## src/design/swlt_ram.sv

```systemverilog
// Generic single-write, single-read RAM with registered read data.
`timescale 1ns / 1ps
`default_nettype none
module swlt_ram #(
	parameter int WIDTH = 1,
	parameter int DEPTH = 1024
) (
	input  wire logic                     clk,
	input  wire logic                     we,
	input  wire logic [$clog2(DEPTH)-1:0] waddr,
	input  wire logic [WIDTH-1:0]         wdata,
	input  wire logic                     re,
	input  wire logic [$clog2(DEPTH)-1:0] raddr,
	output logic      [WIDTH-1:0]         rdata
);

	logic [WIDTH-1:0] mem [DEPTH];

	always_ff @(posedge clk) begin
		if (we) begin
			mem[waddr] <= wdata;
		end
		if (re) begin
			rdata <= mem[raddr];
		end
	end

endmodule
`default_nettype wire

```

## config.mk

```make
export PLATFORM = sky130hd
export DESIGN_NAME = swlt_ram
export DESIGN_NICKNAME = d
export VERILOG_FILES = /design/src/design/swlt_ram.sv
export SDC_FILE = /design/constraint.sdc
export NUM_CORES = 1
export LEC_CHECK = 0
export BUFFER_PORTS_ARGS = -buffer_cell sky130_fd_sc_hd__clkbuf_2
export CORE_ASPECT_RATIO = 0.75
export CORE_MARGIN = 1.5
export CORE_UTILIZATION = 50
export CTS_CLUSTER_DIAMETER = 120
export DETAILED_ROUTE_END_ITERATION = 12
export PLACE_DENSITY = 0.65
export SETUP_SLACK_MARGIN = 0.05
export SLEW_MARGIN = 10
export SYNTH_ARGS = -nofsm -noshare
export SYNTH_HDL_FRONTEND = slang
export SYNTH_SLANG_ARGS = --single-unit
```

## constraint.sdc

```tcl
create_clock -name clk -period 3.65 [get_ports clk]
set_input_delay 0.5475 -clock clk [delete_from_list [all_inputs] [get_ports clk]]
set_output_delay 0.5475 -clock clk [all_outputs]
set_load 0.1 [all_outputs]
```

==> results of run 1 <==
[sequential cells by signal, indices dropped and copies added, names as in the netlist]
signal and flops:
mem 1024, rdata 1
[synth_stat cells, types with 4 or more instances]
master     count
a2111oi_0      6
a211oi_1       4
a21oi_1       37
a22o_1         4
a22oi_1       17
a31oi_1        4
and2_1         6
and3_1         4
buf_1         57
buf_2         19
buf_4         13
buf_6         18
buf_8          4
clkbuf_1     186
edfxtp_1    1025
mux2i_1      123
mux4_1        14
mux4_2       200
nand2_1       86
nand2b_1       8
nand3_1       37
nand4_1       10
nor2_1      1036
nor2b_1       11
nor3_1        37
nor3b_1        8
nor4_1         5
o21ai_0       11
o221ai_1      49
o22ai_1       28
[per-stage QoR]
stage	std cells	util (%)	cell area (sq um)	worst slack (ns)	hold WS [ns]
2_1_floorplan	3112	-	44700	0.691	0.646
3_3_place_gp	4165	53.0	46700	0.00619	0.873
3_5_place_dp	4165	53.0	46700	0.152	0.876
4_1_cts	4346	56.6	49800	0.836	0.166
5_1_grt	4347	56.6	49800	0.649	0.211
6_report	4348	56.6	49800	0.649	0.239
[routing by layer]
layer	vias to the layer above	track usage, %
li1	11500	-
met1	14200	40.5
met2	1741	43.6
met3	231	6.34
met4	4	7.84
met5	-	0
[cell type report]
class,count,share of cell area [%]
Sequential cell,1025,61.8
Tap cell,1152,2.89
Timing Repair Buffer,204,3.84
Antenna cell,2,0.0100
Clock buffer,125,5.17
Multi-Input combinational cell,1778,25.2
Inverter,6,0.0452
Clock inverter,56,1.08
[power by group through the flow]
| stage | Clock (W) | Sequential [W] | Combinational [W] |
|---|---|---|---|
| after floorplan | 0 | 0.0132 | 0.000749 |
| after global placement | 0 | 0.0132 | 0.00136 |
| after detailed placement | 0 | 0.0132 | 0.00138 |
| after CTS | 0.0102 | 0.0130 | 0.00139 |
| after global routing | 0.0106 | 0.0130 | 0.00147 |
| final | 0.0101 | 0.0130 | 0.00140 |
[cells by family (layout without fill, tap and decap cells)]
family / after synthesis / in the layout / share of synthesized area (%)
AOI/OAI and AO/OA: 178 / 178 / 2.83
buffers and inverters: 309 / 391 / 3.30
DFF: 1025 / 1025 / 68.9
muxes: 340 / 340 / 13.7
other: 0 / 2 / 0
and+or+nand+nor: 1260 / 1260 / 11.2
[worst paths after layout]
check	start	endpoint
hold reg to reg	mem[928]	rdata
setup / recovery	raddr[4]	rdata
hold / removal	re	rdata
setup reg to reg	mem[512]	rdata
[worst max-delay path, stage by stage]
cell	delay, ns
clkbuf_2	0.33
nor2b_1	0.95
nand2_1	0.42
a21oi_1	0.28
nor3_1	0.12
a311oi_1	0.47
o311ai_1	0.20
o2111ai_1	0.16
==> summary.md, run 1 <==
| Metric | Value |
|---|---|
| Status | finished, final reports clean |
| Clock buffer depth | 3 |
| Setup Crit Path Kind | input port to flip-flop |
| Peak VDD IR | about 0.4 mV |
| Critical-path maximum fanout | 11 |
| IO Count | 25 |
| Via/cell ratio | 6.37 |
| Initial antenna violation count | 3 |
| Commonest non-fill, non-tap cell in the layout | nor2_1 |
| First-pass DRT Iterations | 5 |
| Hold_buf cts | 0 |
| Initial Util | 50.7% |
| Synth Instances | 3112 |
| Area leader, netlist | edfxtp_1 |
| Max Cap Violations | 0 |
| H-tree levels | 3 |
| Fillers | 6846 |
| CP startpoint kind | input port |
| Root buffer cell | clkbuf_16 |
| Async SR Flop Fraction | 0% |
| Total CTS buffers | approximately 100 |
| Post-Syn Area | 44700 sq um |
| Seq/Total Area, Yosys | between 60% and 70% |
| Die Ht | roughly 260 um |
| Proportion of power drawn by combinational gates | between 5 and 6% |
| Cell Rows | between 90 and 100 |
| Pleak | between 15 and 20 nW |
| IO Port Bufs | 24 |
| Fin. max-slew vios | 0 |
| Max Clk Rate | 333 MHz |
| Routed wire per std cell | 29.2 um |
| Slew margin rel. | 21.2% |
| Clk_lat worst skew | approximately 0.7 ns |
| Setup-failing EPs final | 0 |
| Most frequent cells in the layout | 1036 x nor2_1, 1025 x edfxtp_1, 200 x mux4_2 |
| Sequential share of power | a little over half |
| RSZ-0062 raised after global routing | false |
| Global-route wire length before repair | ~180 mm |
| Via count | approximately 28000 |
| Clock Pin Slew Worst Setup and Hold Paths | about 0.070 ns |
| DP Wirelength | about 70 mm |
| Syn_nets | 3136 |
| Synth top area cells | edfxtp_1 69%, mux4_2 10%, nor2_1 8.7% |
| Pin count of the biggest net entering global routing | ~170 |
| Register Area | just over 30000 sq um |
| Post-route clock period utilization | between 80 and 90% |
| Final wirelength | 127 mm |
| Setup_tns | 0 ns |
| Top cell type's share of synthesized area | slightly below 70% |
| Total track usage | between 20% and 30% |
| Reg2reg path depth | 7 |
| Area of the multi-input gates | about 13000 sq um |
| Clock power share | about two fifths |
| Core area | about 88000 sq um |
| Fin crit period | 3.00 ns |
| R2R setup slack | 0.93 ns |
| WHS Path Cells | 1 |
| Synth Warn # | 0 |
| DRT iter0 DRCs | roughly 4300 |
| Die ar. | 91200 sq um |
| Layout cells sized above 1 | between 15 and 20% |
| Post-synth cell types | 55 |
| Gr ovfl total | 0 |
| Sw Share | a little over a fifth |
| Area grow syn2layout | 11.6% |
| Number of synthesized register bits | approximately 1000 |
| Antenna viol nets, final | 0 |
| Actual slew at the worst max-slew pin | about 1.2 ns |
| PD cells | just under 500 nW/um^2 |
| Clock Sinks | roughly 1000 |
| Internal Power | between 0.015 and 0.02 W |
| Drt drc | 0 |
| P_sw | 0.00532 W |
| Power consumption | 0.0245 W |
| Main synth FF type | edfxtp_1 |
| Gpl congestion | 0.837 |
| CTS tree | yes |
| Setup crit end kind | flip-flop |
| Post-synth EDFFs | approximately 1000 |
| Final Skew | approximately 0.019 ns |
| Worst path arrival time | roughly 3.5 ns |
| NumNets Final | around 3100 |
| M1 WL | a little under 50 mm |
| CP Data Required Time | a little over 4 ns |
| Syn_area_per_cell | between 10 and 15 sq um |
| HP Class | input port to flip-flop |
| Routed wl met2 | slightly below 60 mm |
| Die X | 348 um |
| Fin. Hold Viols | 0 |
| Metal3 WL | roughly 16 mm |
| Setup bufs post-CTS | 0 |
| Uppermost layer routed | met5 |
| CTS resizes | 0 |
| Number of global-route vias before repair | around 27000 |
No activity file was read; power rests on OpenSTA's default activity.
==> run 2, diff against run 1 <==
ABC_AREA = 1   (was default)
clock period = 2.87 ns   (was 3.65 ns; I/O delays follow)
==> summary.md, run 2 <==
| Metric | Value |
|---|---|
| Global-route wire length before repair | 207 mm (was 184 mm) |
| Seq/Total Area, Yosys | 66.3% (was 68.9%) |
| PD cells | 607 nW/um^2 (was 491 nW/um^2) |
| Worst path max stage delay | 0.57 ns (was 0.95 ns) |
| Most frequent cells in the layout | 1080 x nand2_1, 1042 x nor2_1, 1025 x edfxtp_1 (was 1036 x nor2_1, 1025 x edfxtp_1, 200 x mux4_2) |
| Number of global-route vias before repair | 32100 (was 27000) |
| CP Data Required Time | 2.44 ns (was 4.15 ns) |
| PnR worst setup slack | 0.664 ns (was 0.649 ns) |
| Post-synthesis mux area share | 0% (was 13.7%) |
| Via count | 34700 (was 27700) |
| Synth top area cells | edfxtp_1 66%, nand3_1 11%, nand2_1 8.9% (was edfxtp_1 69%, mux4_2 10%, nor2_1 8.7%) |
| Finished Cell Area | 51300 sq um (was 49800 sq um) |
| Setup Crit Path Kind | flip-flop to output port (was input port to flip-flop) |
| Synth Area in Adders | 0% (unchanged) |
| Max Cap Violations | 0 (unchanged) |
| Cell Rows | 96 (was 94) |
| Top cell type's share of synthesized area | 66.3% (was 68.9%) |
| Critical-path maximum fanout | 1 (was 11) |
| Number of synthesized register bits | 1025 (unchanged) |
| Fin crit period | about 2.2 ns |
| Fillers | 8026 (was 6846) |
| DP Wirelength | 73.3 mm (was 69.9 mm) |
| Critical path's slowest cell | edfxtp_1 (was nor2b_1) |
| Clock Sinks | 1025 (unchanged) |
| Final core occ | 56.0% (was 56.6%) |
| Area grow syn2layout | 10.5% (was 11.6%) |
| CTS tree | yes (unchanged) |
| IO Port Bufs | 24 (unchanged) |
| Gpl congestion | 0.858 (was 0.837) |
| HP Class | input port to flip-flop (unchanged) |
| Peak VDD IR | 0.488 mV (was 0.398 mV) |
| Clock Pin Slew Worst Setup and Hold Paths | 0.06 ns (was 0.07 ns) |
| Clk_lat worst skew | 0.67 ns (was 0.68 ns) |
| Setup-failing EPs final | 0 (unchanged) |
| Buf/Inv on CP | 1 (unchanged) |
| Max reg flops | 1024 (unchanged) |
| Final wirelength | 139 mm (was 127 mm) |
| Die X | 355 um (was 348 um) |
| Via/cell ratio | 5.90 (was 6.37) |
| Drt drc | 0 (unchanged) |
| Synth Warn # | 0 (unchanged) |
| Final Skew | 0.0171 ns (was 0.0187 ns) |
| Setup bufs post-CTS | 0 (unchanged) |
| Setup_tns | 0 ns (unchanged) |
| Main synth FF type | edfxtp_1 (unchanged) |
| Syn_nets | 4703 (was 3136) |
| Setup crit end kind | output port (was flip-flop) |
| Post-synth EDFFs | 1025 (unchanged) |
| RSZ-0062 raised after global routing | false (unchanged) |
| Area leader, netlist | edfxtp_1 (unchanged) |
| Top cells by count, synth | 1102 x nand2_1, 1042 x nor2_1, 1025 x edfxtp_1 (was 1036 x nor2_1, 1025 x edfxtp_1, 200 x mux4_2) |
| Fin. Hold Viols | 0 (unchanged) |
| Slew margin rel. | 40.9% (was 21.2%) |
| Top Registers | mem: 1024 flops, rdata: 1 flops (unchanged) |
| Initial antenna violation count | 1 (was 3) |
| First-pass DRT Iterations | 6 (was 5) |
| Pin count of the biggest net entering global routing | 151 (was 168) |
| Fin. max-slew vios | 0 (unchanged) |
| Synth Area in Simple Gates | 28.7% (was 11.2%) |
| CTS resizes | 0 (unchanged) |
| NumNets Final | 4606 (was 3137) |
| Status | finished, final reports clean (unchanged) |
| Post-synth cell types | 16 (was 55) |
| Cell Chain, Critical Path | clkbuf_2 (was clkbuf_2 > nor2b_1 > nand2_1 > a21oi_1 > nor3_1 > a311oi_1 > o311ai_1 > o2111ai_1) |
| Async SR Flop Fraction | 0% (unchanged) |
| Largest Register | mem (unchanged) |
| Core area | 91600 sq um (was 88100 sq um) |
| Max Clk Rate | ~450 MHz |
| Post-Syn Area | 46400 sq um (was 44700 sq um) |
| Commonest non-fill, non-tap cell in the layout | nand2_1 (was nor2_1) |
| Actual slew at the worst max-slew pin | 0.884 ns (was 1.18 ns) |
| Gr ovfl total | 0 (unchanged) |
| Main combinational cell family by area after synthesis | simple AND/OR/NAND/NOR gates (was multiplexers) |
| IO Count | 25 (unchanged) |
| Worst path arrival time | 1.78 ns (was 3.50 ns) |
| Top-count cell post-synth | nand2_1 (was nor2_1) |
| Pre-CTS WS | 0.167 ns (was 0.152 ns) |
| Die ar. | 94700 sq um (was 91200 sq um) |
| Synth Area in XOR/XNOR | 0% (unchanged) |
| Pleak | 17.0 nW (was 15.0 nW) |
| Hold_buf cts | 0 (unchanged) |
| Placed cell areas | 48300 sq um (was 46700 sq um) |
| Clock buffer depth | 3 (unchanged) |
| Root buffer cell | clkbuf_16 (unchanged) |
| Post-route clock period utilization | between 70 and 80% |
| DRT iter0 DRCs | 5633 (was 4305) |
| Layout cells sized above 1 | 8.03% (was 17.9%) |
| Complex-gate fraction of the synthesized area | 0% (was 2.83%) |
| Synth Instances | 4679 (was 3112) |
| Total track usage | 29.4% (was 28.1%) |
| H-tree levels | 3 (unchanged) |
| Routed wire per std cell | 23.6 um (was 29.2 um) |
| Syn_area_per_cell | 9.92 sq um (was 14.4 sq um) |
| Die Ht | 267 um (was 262 um) |
| Total CTS buffers | 100 (was 98) |
| CP top delay family | flip-flops (was simple AND/OR/NAND/NOR gates) |
| Antenna viol nets, final | 0 (unchanged) |
| CP startpoint kind | flip-flop (was input port) |
| Initial Util | 50.6% (was 50.7%) |
| R2R setup slack | 0.87 ns (was 0.93 ns) |
==> run 2: changes by cell type after synthesis, sizes merged, moves of 28 or more <==
| cell | before | now |
|---|---|---|
| buf | 114 | 216 |
| mux2i | 123 | 0 |
| nand2 | 86 | 1102 |
| mux4 | 214 | 0 |
| o221ai | 49 | 0 |
| o22ai | 28 | 0 |
| inv | 4 | 46 |
| a21oi | 37 | 0 |
| nand3 | 37 | 1021 |
==> run 2: per-stage QoR <==
step           hold slack, ns  power, W  std cells
6_report               0.0658    0.0311       5889
5_1_grt                0.0578    0.0319       5885
4_1_cts               0.00937    0.0312       5885
3_5_place_dp            0.716    0.0189       5705
3_3_place_gp            0.714    0.0189       5705
2_1_floorplan           0.529    0.0180       4679
==> run 2: where the power goes <==
group | switching, W | internal (W)
clock | 0.00566 | 0.00687
sequential | 0.00000661 | 0.0165
combinational | 0.00154 | 0.000574
==> run 2: layout make-up <==
cell class	instances	area, sq um	area share [%]
sequential	1025	30800	60.0
multi-input combinational	3196	13400	26.1
clock buffer	120	2640	5.15
timing repair buffer	213	2340	4.56
tap	1225	1530	2.99
clock inverter	60	379	0.739
inverter	46	203	0.395
antenna	4	10.0	0.0195
==> run 2: final timing paths <==
check / end / depth (start not counted) / from
setup / recovery: rdata / 1 / rdata
hold / removal: rdata / 1 / re
setup reg to reg: rdata / 12 / mem[819]
hold reg to reg: rdata / 12 / mem[512]
==> run 2: cells by family after synthesis <==
kind of cell / after synthesis
buffers and inverters: 458
DFF: 1025
and+or+nand+nor: 3196
==> run 2: layer usage <==
metal  wire length (um)  vias up  track usage (%)
li1                   -    15600                -
met1              56700    17000             42.0
met2              63600     1810             46.7
met3              14800      272             4.88
met4               3790        2             7.81
met5                 13        -                0
